**src/rtl/core/efo_pkg.sv**
```systemverilog
// Shared constants, codes and control structs of the event fan-out block.
package efo_pkg;

    localparam int NUM_EVENTS = 128;
    localparam int NUM_TASKS  = 32;

    localparam int KIND_W   = 2;
    localparam int EV_W     = 8;
    localparam int EV_AW    = (NUM_EVENTS > 1) ? $clog2(NUM_EVENTS) : 1;
    localparam int TASK_W   = 5;
    localparam int MASK_W   = 32;
    localparam int HANDLE_W = 32;
    localparam int SIZE_W   = 16;
    localparam int DEV_W    = 7;
    localparam int MODE_W   = 2;
    localparam int CNT_W    = 32;

    localparam logic [EV_W:0]   EV_LIMIT   = (EV_W + 1)'(NUM_EVENTS);
    localparam logic [TASK_W:0] TASK_LIMIT = (TASK_W + 1)'(NUM_TASKS);

    localparam logic [KIND_W-1:0] KIND_SUB   = 2'd0;
    localparam logic [KIND_W-1:0] KIND_UNSUB = 2'd1;
    localparam logic [KIND_W-1:0] KIND_PUB   = 2'd2;

    localparam logic [MODE_W-1:0] MODE_ORIGINAL = 2'd0;
    localparam logic [MODE_W-1:0] MODE_NONE     = 2'd1;
    localparam logic [MODE_W-1:0] MODE_COPY     = 2'd2;

    typedef struct packed {
        logic              load;
        logic              step;
        logic [MASK_W-1:0] mask;
    } t_scan_ctl;

    typedef struct packed {
        logic              hit;
        logic              last;
        logic              first;
        logic [TASK_W-1:0] tsk;
    } t_scan_st;

endpackage

```
**src/rtl/core/efo_if.sv**
```systemverilog
// Request and delivery channel interfaces of the event fan-out block.
interface efo_req_if;
    logic                         valid;
    logic                         ready;
    logic [efo_pkg::KIND_W-1:0]   kind;
    logic [efo_pkg::EV_W-1:0]     event_id;
    logic [efo_pkg::TASK_W-1:0]   task_index;
    logic [efo_pkg::HANDLE_W-1:0] payload_handle;
    logic [efo_pkg::SIZE_W-1:0]   payload_size;
    logic                         single_handoff;

    modport source (output valid, kind, event_id, task_index, payload_handle,
                    payload_size, single_handoff, input ready);
    modport sink   (input valid, kind, event_id, task_index, payload_handle,
                    payload_size, single_handoff, output ready);
endinterface

interface efo_dlv_if;
    logic                         valid;
    logic                         ready;
    logic [efo_pkg::TASK_W-1:0]   target_task;
    logic [efo_pkg::DEV_W-1:0]    delivered_event;
    logic [efo_pkg::HANDLE_W-1:0] handed_payload;
    logic [efo_pkg::SIZE_W-1:0]   handed_size;
    logic [efo_pkg::MODE_W-1:0]   delivery_mode;
    logic                         is_last;
    logic [efo_pkg::CNT_W-1:0]    published_total;
    logic [efo_pkg::CNT_W-1:0]    dropped_total;

    modport source (output valid, target_task, delivered_event, handed_payload,
                    handed_size, delivery_mode, is_last, published_total,
                    dropped_total, input ready);
    modport sink   (input valid, target_task, delivered_event, handed_payload,
                    handed_size, delivery_mode, is_last, published_total,
                    dropped_total, output ready);
endinterface

```
**src/rtl/core/efo_mask_table.sv**
```systemverilog
// Subscriber mask memory with per-entry valid bits and a registered read port.
module efo_mask_table (
    input  logic                        i_clk,
    input  logic                        i_rst_n,
    input  logic                        i_rd_en,
    input  logic [efo_pkg::EV_AW-1:0]   i_rd_addr,
    input  logic                        i_wr_en,
    input  logic [efo_pkg::EV_AW-1:0]   i_wr_addr,
    input  logic [efo_pkg::MASK_W-1:0]  i_wr_data,
    output logic [efo_pkg::MASK_W-1:0]  o_rd_data
);

    logic [efo_pkg::MASK_W-1:0]     r_mem [efo_pkg::NUM_EVENTS];
    logic [efo_pkg::NUM_EVENTS-1:0] r_valid;
    logic [efo_pkg::MASK_W-1:0]     r_rd_data;
    logic                           r_rd_valid;

    always_ff @(posedge i_clk) begin
        if (!i_rst_n) begin
            r_valid <= '0;
        end else if (i_wr_en) begin
            r_valid[i_wr_addr] <= 1'b1;
        end
    end

    always_ff @(posedge i_clk) begin
        if (i_wr_en) begin
            r_mem[i_wr_addr] <= i_wr_data;
        end
        if (i_rd_en) begin
            r_rd_data <= r_mem[i_rd_addr];
        end
    end

    always_ff @(posedge i_clk) begin
        if (!i_rst_n) begin
            r_rd_valid <= 1'b0;
        end else if (i_rd_en) begin
            r_rd_valid <= r_valid[i_rd_addr];
        end
    end

    // an entry never written since reset reads as an empty mask
    assign o_rd_data = r_rd_valid ? r_rd_data : '0;

endmodule

```
**src/rtl/core/efo_scan_unit.sv**
```systemverilog
// Bit-serial subscriber scanner: one task bit examined per step.
module efo_scan_unit (
    input  logic               i_clk,
    input  logic               i_rst_n,
    input  efo_pkg::t_scan_ctl i_ctl,
    output efo_pkg::t_scan_st  o_st
);

    logic [efo_pkg::MASK_W-1:0] r_mask;
    logic [efo_pkg::TASK_W-1:0] r_tsk;
    logic                       r_first;

    always_ff @(posedge i_clk) begin
        if (!i_rst_n) begin
            r_mask  <= '0;
            r_tsk   <= '0;
            r_first <= 1'b1;
        end else if (i_ctl.load) begin
            r_mask  <= i_ctl.mask;
            r_tsk   <= '0;
            r_first <= 1'b1;
        end else if (i_ctl.step) begin
            r_mask <= r_mask >> 1;
            r_tsk  <= r_tsk + efo_pkg::TASK_W'(1);
            if (r_mask[0]) begin
                r_first <= 1'b0;
            end
        end
    end

    assign o_st.hit   = r_mask[0];
    assign o_st.last  = (r_mask[efo_pkg::MASK_W-1:1] == '0);
    assign o_st.first = r_first;
    assign o_st.tsk   = r_tsk;

endmodule

```
**src/rtl/core/event_subscriber_fanout.sv**
```systemverilog
// Top level of the publish/subscribe event fan-out block.
//
// Requests arrive on i_req (valid/ready). Kind 0 subscribes task_index to
// event_id, kind 1 unsubscribes it, kind 2 publishes to every subscribed task.
// Deliveries leave on o_dlv (valid/ready), one per subscribed task in
// ascending task order; is_last marks the final delivery of a publish.
// A request is taken only while the sequencer is idle. Subscribe and
// unsubscribe read the mask, then write it back. A publish reads the mask,
// then loads the scanner, which steps through the task positions up to the
// highest subscribed task; it examines one task bit per cycle while the
// delivery register is free or the bit is clear. The first delivery passes
// the mask read, the scanner load and the delivery register.
// A held delivery register separates the output: when the receiver stalls,
// the scanner holds on the next subscribed task until the register frees.
// Publishing to an empty mask gives no delivery and bumps dropped_total.
// Reset clears all subscriber masks at once (valid bits) and both counters;
// requests are taken from the first cycle after reset.
module event_subscriber_fanout (
    input  logic       i_clk,
    input  logic       i_rst_n,
    efo_req_if.sink    i_req,
    efo_dlv_if.source  o_dlv
);

    typedef enum logic [2:0] {
        S_IDLE = 3'b001,
        S_READ = 3'b010,
        S_SCAN = 3'b100
    } t_state;

    t_state r_state, n_state;

    logic [efo_pkg::KIND_W-1:0]   r_kind;
    logic [efo_pkg::EV_W-1:0]     r_ev;
    logic [efo_pkg::TASK_W-1:0]   r_tsk;
    logic [efo_pkg::HANDLE_W-1:0] r_handle;
    logic [efo_pkg::SIZE_W-1:0]   r_size;
    logic                         r_zc;
    logic [efo_pkg::CNT_W-1:0]    r_pub_cnt;
    logic [efo_pkg::CNT_W-1:0]    r_drop_cnt;

    logic                         r_o_valid;
    logic [efo_pkg::TASK_W-1:0]   r_o_task;
    logic [efo_pkg::DEV_W-1:0]    r_o_event;
    logic [efo_pkg::HANDLE_W-1:0] r_o_payload;
    logic [efo_pkg::SIZE_W-1:0]   r_o_size;
    logic [efo_pkg::MODE_W-1:0]   r_o_mode;
    logic                         r_o_last;
    logic [efo_pkg::CNT_W-1:0]    r_o_pub;
    logic [efo_pkg::CNT_W-1:0]    r_o_drop;

    logic                         w_acc;
    logic                         w_ev_ok;
    logic                         w_task_ok;
    logic                         w_take;
    logic [efo_pkg::MASK_W-1:0]   w_mask;
    logic [efo_pkg::MASK_W-1:0]   w_bit;
    logic                         w_wr_en;
    logic [efo_pkg::MASK_W-1:0]   w_wr_data;
    logic                         w_is_pub;
    logic                         w_slot_free;
    logic                         w_emit;
    efo_pkg::t_scan_ctl           w_ctl;
    efo_pkg::t_scan_st            w_st;

    assign i_req.ready = (r_state == S_IDLE);
    assign w_acc       = i_req.valid && i_req.ready;
    assign w_ev_ok     = ({1'b0, i_req.event_id} < efo_pkg::EV_LIMIT);
    assign w_task_ok   = ({1'b0, i_req.task_index} < efo_pkg::TASK_LIMIT);
    assign w_take      = w_acc && w_ev_ok &&
                         ((i_req.kind == efo_pkg::KIND_PUB) ||
                          (((i_req.kind == efo_pkg::KIND_SUB) ||
                            (i_req.kind == efo_pkg::KIND_UNSUB)) && w_task_ok));

    efo_mask_table u_table (
        .i_clk     (i_clk),
        .i_rst_n   (i_rst_n),
        .i_rd_en   (w_take),
        .i_rd_addr (i_req.event_id[efo_pkg::EV_AW-1:0]),
        .i_wr_en   (w_wr_en),
        .i_wr_addr (r_ev[efo_pkg::EV_AW-1:0]),
        .i_wr_data (w_wr_data),
        .o_rd_data (w_mask)
    );

    assign w_is_pub  = (r_kind == efo_pkg::KIND_PUB);
    assign w_bit     = efo_pkg::MASK_W'(1) << r_tsk;
    assign w_wr_en   = (r_state == S_READ) && !w_is_pub;
    assign w_wr_data = (r_kind == efo_pkg::KIND_SUB) ? (w_mask | w_bit) : (w_mask & ~w_bit);

    assign w_slot_free = !r_o_valid || o_dlv.ready;
    assign w_emit      = (r_state == S_SCAN) && w_st.hit && w_slot_free;

    assign w_ctl.load = (r_state == S_READ) && w_is_pub && (w_mask != '0);
    assign w_ctl.step = (r_state == S_SCAN) && (!w_st.hit || w_slot_free);
    assign w_ctl.mask = w_mask;

    efo_scan_unit u_scan (
        .i_clk   (i_clk),
        .i_rst_n (i_rst_n),
        .i_ctl   (w_ctl),
        .o_st    (w_st)
    );

    always_comb begin
        n_state = r_state;
        unique case (r_state)
            S_IDLE: begin
                if (w_take) begin
                    n_state = S_READ;
                end
            end
            S_READ: begin
                n_state = w_ctl.load ? S_SCAN : S_IDLE;
            end
            S_SCAN: begin
                if (w_ctl.step && w_st.last) begin
                    n_state = S_IDLE;
                end
            end
            default: n_state = S_IDLE;
        endcase
    end

    always_ff @(posedge i_clk) begin
        if (!i_rst_n) begin
            r_state <= S_IDLE;
        end else begin
            r_state <= n_state;
        end
    end

    // hold the request fields for the read and scan phases
    always_ff @(posedge i_clk) begin
        if (w_take) begin
            r_kind   <= i_req.kind;
            r_ev     <= i_req.event_id;
            r_tsk    <= i_req.task_index;
            r_handle <= i_req.payload_handle;
            r_size   <= i_req.payload_size;
            r_zc     <= i_req.single_handoff;
        end
    end

    always_ff @(posedge i_clk) begin
        if (!i_rst_n) begin
            r_pub_cnt  <= '0;
            r_drop_cnt <= '0;
        end else begin
            if (w_emit) begin
                r_pub_cnt <= r_pub_cnt + efo_pkg::CNT_W'(1);
            end
            if ((r_state == S_READ) && w_is_pub && (w_mask == '0)) begin
                r_drop_cnt <= r_drop_cnt + efo_pkg::CNT_W'(1);
            end
        end
    end

    always_ff @(posedge i_clk) begin
        if (!i_rst_n) begin
            r_o_valid <= 1'b0;
        end else if (w_emit) begin
            r_o_valid <= 1'b1;
        end else if (o_dlv.ready) begin
            r_o_valid <= 1'b0;
        end
    end

    always_ff @(posedge i_clk) begin
        if (w_emit) begin
            r_o_task  <= w_st.tsk;
            r_o_event <= r_ev[efo_pkg::DEV_W-1:0];
            r_o_size  <= r_size;
            r_o_last  <= w_st.last;
            r_o_pub   <= r_pub_cnt + efo_pkg::CNT_W'(1);
            r_o_drop  <= r_drop_cnt;
            if (!r_zc) begin
                r_o_payload <= r_handle;
                r_o_mode    <= efo_pkg::MODE_COPY;
            end else if (w_st.first) begin
                r_o_payload <= r_handle;
                r_o_mode    <= efo_pkg::MODE_ORIGINAL;
            end else begin
                r_o_payload <= '0;
                r_o_mode    <= efo_pkg::MODE_NONE;
            end
        end
    end

    assign o_dlv.valid           = r_o_valid;
    assign o_dlv.target_task     = r_o_task;
    assign o_dlv.delivered_event = r_o_event;
    assign o_dlv.handed_payload  = r_o_payload;
    assign o_dlv.handed_size     = r_o_size;
    assign o_dlv.delivery_mode   = r_o_mode;
    assign o_dlv.is_last         = r_o_last;
    assign o_dlv.published_total = r_o_pub;
    assign o_dlv.dropped_total   = r_o_drop;

    // a new delivery never overwrites one the receiver has not taken
    a_no_overwrite: assert property (@(posedge i_clk) disable iff (!i_rst_n)
        w_emit |-> (!r_o_valid || o_dlv.ready))
        else $error("delivery register overwritten while stalled");

    // the delivery count moves by one per delivery
    a_pub_count: assert property (@(posedge i_clk) disable iff (!i_rst_n)
        w_emit |=> (r_pub_cnt == $past(r_pub_cnt) + efo_pkg::CNT_W'(1)))
        else $error("published count out of step with deliveries");

    // drops are counted only at the end of a publish mask read
    a_drop_src: assert property (@(posedge i_clk) disable iff (!i_rst_n)
        (r_drop_cnt != $past(r_drop_cnt)) |-> $past(r_state == S_READ))
        else $error("dropped count changed outside mask read");

    // a load of the scanner is always followed by the scan state
    a_load_nonempty: assert property (@(posedge i_clk) disable iff (!i_rst_n)
        w_ctl.load |=> (r_state == S_SCAN))
        else $error("scanner loaded without entering scan");

endmodule

```
**src/flat_wrapper.sv**
```systemverilog
// flat-port wrapper written by rule: the top's interface ports become plain ports
module event_subscriber_fanout_flat 
  (i_clk, i_rst_n, i_req_valid, i_req_kind, i_req_event_id, i_req_task_index, i_req_payload_handle, i_req_payload_size, i_req_single_handoff, i_req_ready, o_dlv_valid, o_dlv_target_task, o_dlv_delivered_event, o_dlv_handed_payload, o_dlv_handed_size, o_dlv_delivery_mode, o_dlv_is_last, o_dlv_published_total, o_dlv_dropped_total, o_dlv_ready);
  efo_req_if i_req_i ();
  efo_dlv_if o_dlv_i ();
  input  logic i_clk;
  input  logic i_rst_n;
  input wire logic [$bits(i_req_i.valid)-1:0] i_req_valid;
  input wire logic [$bits(i_req_i.kind)-1:0] i_req_kind;
  input wire logic [$bits(i_req_i.event_id)-1:0] i_req_event_id;
  input wire logic [$bits(i_req_i.task_index)-1:0] i_req_task_index;
  input wire logic [$bits(i_req_i.payload_handle)-1:0] i_req_payload_handle;
  input wire logic [$bits(i_req_i.payload_size)-1:0] i_req_payload_size;
  input wire logic [$bits(i_req_i.single_handoff)-1:0] i_req_single_handoff;
  output wire logic [$bits(i_req_i.ready)-1:0] i_req_ready;
  output wire logic [$bits(o_dlv_i.valid)-1:0] o_dlv_valid;
  output wire logic [$bits(o_dlv_i.target_task)-1:0] o_dlv_target_task;
  output wire logic [$bits(o_dlv_i.delivered_event)-1:0] o_dlv_delivered_event;
  output wire logic [$bits(o_dlv_i.handed_payload)-1:0] o_dlv_handed_payload;
  output wire logic [$bits(o_dlv_i.handed_size)-1:0] o_dlv_handed_size;
  output wire logic [$bits(o_dlv_i.delivery_mode)-1:0] o_dlv_delivery_mode;
  output wire logic [$bits(o_dlv_i.is_last)-1:0] o_dlv_is_last;
  output wire logic [$bits(o_dlv_i.published_total)-1:0] o_dlv_published_total;
  output wire logic [$bits(o_dlv_i.dropped_total)-1:0] o_dlv_dropped_total;
  input wire logic [$bits(o_dlv_i.ready)-1:0] o_dlv_ready;
  assign i_req_i.valid = i_req_valid;
  assign i_req_i.kind = i_req_kind;
  assign i_req_i.event_id = i_req_event_id;
  assign i_req_i.task_index = i_req_task_index;
  assign i_req_i.payload_handle = i_req_payload_handle;
  assign i_req_i.payload_size = i_req_payload_size;
  assign i_req_i.single_handoff = i_req_single_handoff;
  assign i_req_ready = i_req_i.ready;
  assign o_dlv_valid = o_dlv_i.valid;
  assign o_dlv_target_task = o_dlv_i.target_task;
  assign o_dlv_delivered_event = o_dlv_i.delivered_event;
  assign o_dlv_handed_payload = o_dlv_i.handed_payload;
  assign o_dlv_handed_size = o_dlv_i.handed_size;
  assign o_dlv_delivery_mode = o_dlv_i.delivery_mode;
  assign o_dlv_is_last = o_dlv_i.is_last;
  assign o_dlv_published_total = o_dlv_i.published_total;
  assign o_dlv_dropped_total = o_dlv_i.dropped_total;
  assign o_dlv_i.ready = o_dlv_ready;
  event_subscriber_fanout u_core (.i_clk(i_clk), .i_rst_n(i_rst_n), .i_req(i_req_i), .o_dlv(o_dlv_i));
endmodule
```
**config.mk**
```make
export PLATFORM = sky130hd
export DESIGN_NAME = event_subscriber_fanout_flat
export DESIGN_NICKNAME = d
export VERILOG_FILES = /design/src/rtl/core/efo_pkg.sv /design/src/rtl/core/efo_if.sv /design/src/rtl/core/efo_mask_table.sv /design/src/rtl/core/efo_scan_unit.sv /design/src/rtl/core/event_subscriber_fanout.sv /design/src/flat_wrapper.sv
export SDC_FILE = /design/constraint.sdc
export NUM_CORES = 2
export LEC_CHECK = 0
export ABC_CLOCK_PERIOD_IN_PS = 26600
export BUFFER_PORTS_ARGS = -buffer_cell sky130_fd_sc_hd__buf_2
export CAP_MARGIN = 30
export CORE_MARGIN = 8
export CORE_UTILIZATION = 65
export CTS_CLUSTER_SIZE = 16
export DETAILED_ROUTE_END_ITERATION = 7
export PLACE_DENSITY_LB_ADDON = 0.2
export SKIP_LAST_GASP = 1
export SLEW_MARGIN = 40
export SYNTH_ARGS = -nofsm -noshare
export SYNTH_HDL_FRONTEND = slang
export SYNTH_SLANG_ARGS = --single-unit
```
**constraint.sdc**
```tcl
create_clock -name i_clk -period 26.6 [get_ports i_clk]
set_input_delay 2.66 -clock i_clk [delete_from_list [all_inputs] [get_ports i_clk]]
set_output_delay 2.66 -clock i_clk [all_outputs]
set_load 0.01 [all_outputs]
```
# Yosys cells after proc, flatten, opt, wreduce, memory -nomap -nowiden
# Memories as Yosys holds them, arrays and structs flattened. A register that Yosys moved wholly into a read port is not among the register bits.
# Index checks and enable logic that the tools add are counted.
[word_totals] ff_bits=425 ramBits=4096 input_bits=68 memories=1
[mem_list] name="u_core.u_table.r_mem" words=128 width=32 read_ports=1 rd_clocked_by_memory_dff=1 write_ports=1 line="efo_mask_table.sv:13" text="logic [efo_pkg::MASK_W-1:0] r_mem [efo_pkg::NUM_EVENTS];"
[classes] add_sub_neg=3 magnitude_cmp=4 n_eq_ne=8 shifts=1 n_mux=19 n_bitwise=5 n_reduce_logical=29
[op_table] operator="two-way mux 32 bit" n=6
[op_table] operator="bitwise OR 128 bit" n=1
[op_table] operator="adder 32 x 1 -> 32 bit (second input constant)" n=2
[op_table] operator="bitwise AND 32 bit" n=1
[op_table] operator="zero test 32 bit" n=1
[op_table] operator="inverter 32 bit" n=1
[op_table] operator="bitwise OR 32 bit" n=1
[op_table] operator="nonzero test 32 bit" n=1
[op_table] operator="<< shifter 1 x 5 -> 32 bit (first input constant)" n=1
[op_table] operator="zero test 31 bit" n=1
[op_table] operator="less-than comparator 7 x 8 -> 1 bit (second input constant)" n=2
[op_table] operator="logical AND 1 bit" n=12
[op_table] operator="two-way mux 3 bit" n=3
[op_table] operator="one-hot mux 3 bit (3 select lines)" n=1
[op_table] operator="less-than comparator 8 bit (second input constant)" n=1
[op_table] operator="binary-select mux 1 bit (select 7 bit)" n=1
[op_table] operator="demux 1 bit (select 7 bit)" n=1
[op_table] operator="greater-or-equal comparator 7 x 1 -> 1 bit (second input constant)" n=1
[op_table] operator="two-way mux 1 bit" n=7
[op_table] operator="adder 5 x 1 -> 5 bit (second input constant)" n=1
[op_table] operator="== test 2 bit (second input constant)" n=2
[op_table] operator="zero test 2 bit" n=2
[op_table] operator="logical OR 1 bit" n=4
[op_table] operator="!= test 2 bit (second input constant)" n=2
[op_table] operator="other kinds (9)" n=13

# Longest topological paths before layout
[logic_depth] word_depth=7 mapped_depth=10 depth_no_buf=7

# Cells and area by module
# Synthesis repeated with hierarchy kept, for this count alone.
[unflattened] hier_cells=7461 hier_area_um2=173645.3
[by_module_without_submodules] mod="efo_mask_table" n_inst=1 cells_per_inst=6465 area_each_um2=161536.2 seq_area_each_um2=126541.4
[by_module_without_submodules] mod="event_subscriber_fanout" n_inst=1 cells_per_inst=787 area_each_um2=10273.6 seq_area_each_um2=7066.8
[by_module_without_submodules] mod="efo_scan_unit" n_inst=1 cells_per_inst=209 area_each_um2=1835.5 seq_area_each_um2=760.7

# Least setup slack after synthesis
# No wires, ideal clock.
[synth_path] path_type="reg-to-reg" start="register u_core.r_kind[1] in the netlist's numbering" end="memory u_core.u_table.r_mem[0][26] in the netlist's numbering, data pin" setup_time_ps=1588 arrival_time_ps=8022 t_required_ps=25012 setup_slack_ps=16990 stages_incl_launch_ff=4 path_buffers=1 cell_sequence="edfxtp_1 or2_2 clkbuf_1 o41ai_1"
[synth_between] elab_chain_len=2
[synth_rtl] element="from (decl)" line="event_subscriber_fanout.sv:33" text="logic [efo_pkg::KIND_W-1:0] r_kind;"
[synth_rtl] element="from (signal assigned)" line="event_subscriber_fanout.sv:136" text="r_kind <= i_req.kind;"
[synth_rtl] element="zero test 2 bit" line="event_subscriber_fanout.sv:89" text="assign w_wr_data = (r_kind == efo_pkg::KIND_SUB) ? (w_mask | w_bit) : (w_mask & ~w_bit);"
[synth_rtl] element="two-way mux 32 bit" line="event_subscriber_fanout.sv:89"
[synth_rtl] element="net u_core.u_table.i_wr_data (one bit)" line="efo_mask_table.sv:9" text="input logic [efo_pkg::MASK_W-1:0] i_wr_data,"
[synth_rtl] element="to (decl)" line="efo_mask_table.sv:13"
# The timed path passes the listed nets, and every way through them passes these cells.

# Final worst setup path
[layout_path] start="input i_req_event_id[4]" end="register u_core.u_table.r_rd_data[6] in the netlist's numbering, read port of u_core.u_table.r_mem, data pin"
[layout_between] elab_chain_len=3
[layout_rtl] element="from (decl)" line="flat_wrapper.sv:10" text="input wire logic [$bits(i_req_i.event_id)-1:0] i_req_event_id;"
[layout_rtl] element="less-than comparator 8 bit" line="event_subscriber_fanout.sv:68" text="assign w_ev_ok = ({1'b0, i_req.event_id} < efo_pkg::EV_LIMIT);"
[layout_rtl] element="logical AND 1 bit (2 in a row)" line="event_subscriber_fanout.sv:70" text="assign w_take = w_acc && w_ev_ok &&"
[layout_rtl] element="to (decl)" line="efo_mask_table.sv:15" text="logic [efo_pkg::MASK_W-1:0] r_rd_data;"
# Several ways; a longest one is shown, not always the timed one.
# A chain may end at the register's enable or synchronous reset.

==> summary.md <==
| Metric | Value |
|---|---|
| DR WL/cell | between 30 and 40 µm |
| Peak Freq | around 0.14 GHz |
| Min cycle time layout | approximately 7.2 ns |
| H-tree depth | 5 |
| Data required time of the critical path | about 27 ns |
| Slowest cell delay on critical path | 0.78 ns |
| Syn_nets | 8059 |
| Die Area | between 200000 and 300000 µm² |
| CTS tree | yes |
| Critical path, cell by cell | buf_8, buf_12, buf_12, buf_4, buf_4, mux2i_1, a22oi_1, nand4_1, nor2_1 |
| Drt pass-1 iters | 8 |
| Critical Path End Type | register |
| Min-delay src | u_core.r_size[1] |
| Share of flip-flops with an asynchronous set or reset | 0% |
| Fin. max-slew vios | 0 |
| Dpl cells | 11600 |
| Clock skew | 0.0680 ns |
| Setup TNS | 0 ns |
| Sequential element share of the synthesized area | a little under 80% |
| Status | complete, but fails checks |
| Worst-Margin Slew | 0.937 ns |
| Failing checks | design-rule violations |
| Layout cells sized above 1 | roughly 28% |
| WP data arrival | 8.05 ns |
| Vias in the first global route | 89300 |
| Clock latency on the worst-skew pair | 0.97 ns |
| Placed inst area | 181000 µm² |
| Area growth, synth to finish | 13.0% |
| Most common cell after layout, fill and taps aside | edfxtp_1 |
| CTS root buf | clkbuf_16 |
| Routability congestion estimate | 0.902 |
| Via count | 88800 |
| Core footprint | 265000 µm² |
| Main synth FF type | edfxtp_1 |
| Worst Slack Setup Final | 19.35 ns |
| # IOs | 197 |
| DRT iter0 DRCs | 13100 |
| Initial antenna violation count | 23 |
| Worst r2r src | u_core.r_state[1] |
| Nets | 8603 |
| Hold WC Path Type | register to register |
| Total track usage | between 30% and 40% |
| CP max stage cell | nand4_1 |
| Commonest non-fill, non-tap cells in the layout | edfxtp_1 (4318), mux4_2 (1047), mux2i_1 (523), clkbuf_16 (438), buf_4 (279) |
| Chip width | 533 µm |
| Endpoints failing setup | 0 |
| Max transition margin | 37.5% |
| Period utilisation layout | 27.3% |
| Clock Pin Slew Worst Setup and Hold Paths | 0.06 ns |
| Cell area after layout | 196000 µm² |
| Post-route ant nets | 0 |
| Hold slack final | 0.420 ns |
| Die Ht | 533 µm |
| Post-Synthesis Cells | 7988 |
| CP startpoint | i_req_event_id[4] |
| Crit start category | primary input |
| RSZ-0062 raised after global routing | no |
| HPWL after DPL | roughly 260000 µm |
| Final Util | between 70% and 80% |
| Residual DRC | 3 |
| Layout Cells excl Fill | between 10000 and 15000 |
| Mapped Area | roughly 170000 µm² |
| Largest net degree at the start of global routing | 111 |
| CP Max Fanout | 77 |
| First-pass GRT wire length | 663000 µm |
| Placement Rows | 189 |
| Distinct cells, synth | 53 |
| Final Hold Fails | 0 |
| Post_cts resized | 0 |
| IO Port Bufs | 196 |
| Max cap viols | 0 |
| WL final | 474000 µm |
| Syn_area_per_cell | 21.7 µm² |
| Worst VDD drop | 0.0000832 V |
| LEAKAGE | 63.9 nW |
| Number of setup buffers added after CTS | 0 |
| PD cells | 74.5 nW/µm² |
| Clk sinks | 4553 |
| Vias per Instance | around 7.1 |
| Number of hold buffers added after cts | 0 |
| Total gr overflow | 0 |
| Number of synthesized register bits | around 4600 |
| Overall power | between 10 and 15 mW |
| Post-synth EDFFs | around 4300 |
| Crit path buffers/inverters | 5 |
| FILL cells | roughly 14000 |
| Crit path max-delay family | buffers and inverters |
| Number of buffers inserted during clock tree synthesis | 429 |
| Synth warnings | 0 |
| Initial core utilization | 65.4% |
| Clock Tree Buf Depth | 4 |
| Pre-CTS setup slack | 18.16 ns |
| Setup Crit Path Kind | primary input to register |
state kept, by name (all words and copies together) (netlist names), 3 cells and up:
signal	flops
u_core.o_dlv.handed_size	16
u_core.r_drop_cnt	32
u_core.o_dlv.dropped_total	32
u_core.r_pub_cnt	32
u_core.u_scan.r_mask	32
u_core.o_dlv.delivered_event	7
u_core.r_state	3
u_core.r_ev	7
u_core.r_tsk	5
u_core.r_handle	32
u_core.u_table.r_mem	4096
u_core.r_size	16
u_core.o_dlv.target_task	5
u_core.u_scan.r_tsk	5
u_core.o_dlv.handed_payload	32
u_core.u_table.r_rd_data	32
u_core.u_table.r_valid	128
u_core.o_dlv.published_total	32
worst reg2reg max path: cells and delay by family (launching register included):
family,cells,cell delay (ns)
flip-flops,1,0.36
buffers and inverters,1,0.47
AND/OR/NAND/NOR,4,2.70
cells by family (layout without fill, tap and decap cells):
| logic type | count (synthesis) | after routing | synth area share, % |
|---|---|---|---|
| AOI/OAI and AO/OA | 489 | 489 | 1.99 |
| xor gates and xnor gates | 75 | 75 | 0.379 |
| adders and majority gates | 3 | 3 | 0.0216 |
| buffers and inverters | 451 | 1349 | 1.11 |
| DFF | 4553 | 4553 | 77.5 |
| muxes | 1588 | 1588 | 16.7 |
| other | 0 | 9 | 0 |
| and+or+nand+nor | 829 | 829 | 2.29 |
final timing paths:
path,slack (ns),cells after the start,endpoint
max,19.35,9,u_core.u_table.r_rd_data[6]
min,0.42,0,u_core.o_dlv.handed_size[1]
min reg2reg,0.42,0,u_core.o_dlv.handed_size[1]
max reg2reg,22.71,5,u_core.u_table.r_mem[32][6]
synthesized netlist by cell type (all sizes together), types with 13 or more instances:
master,number,area share [%]
edfxtp,4318,75
mux4,1047,14
mux2i,531,3.1
nor2,388,0.84
a22oi,283,1.2
buf,236,0.64
dfxtp,235,2.7
clkbuf,199,0.43
nand2,103,0.22
nand4,98,0.37
o21a,65,0.28
nand3,57,0.16
a21oi,47,0.14
xor2,44,0.22
and2,41,0.15
o21ai,40,0.12
xnor2,31,0.16
a211oi,24,0.10
nor3,24,0.078
nor4,20,0.072
nor2b,19,0.069
or3,17,0.061
inv,16,0.035
and3,15,0.054
nand2b,13,0.047
metal layers:
| metal | share of wire, % | up-vias | GRT usage (%) | wire (µm) |
|---|---|---|---|---|
| met4 | 7.7 | 18 | 20.2 | 36300 |
| li1 | - | 34500 | - | - |
| met1 | 33 | 46200 | 42.7 | 157000 |
| met5 | 0.024 | - | 0 | 116 |
| met2 | 47 | 6819 | 51.4 | 222000 |
| met3 | 12 | 1272 | 7.89 | 58600 |
cell type report:
class	instances	area, µm²	area share, %
Antenna cell	9	22.5	0.0115
Sequential cell	4553	134000	68.6
Tap cell	3533	4420	2.26
Multi-Input combinational cell	2984	38700	19.8
Clock buffer	534	11500	5.86
Clock inverter	251	2670	1.36
Timing Repair Buffer	548	4230	2.16
Inverter	16	70.1	0.0358
report_power, final:
group	switching [mW]	internal [mW]	total [mW]	leakage, nW
sequential	0.0140	7.83	7.84	42.0
clock	2.65	3.51	6.15	6.88
combinational	0.392	0.217	0.608	15.0
total	3.05	11.5	14.6	63.9
Power figures use the tool's default switching activity.
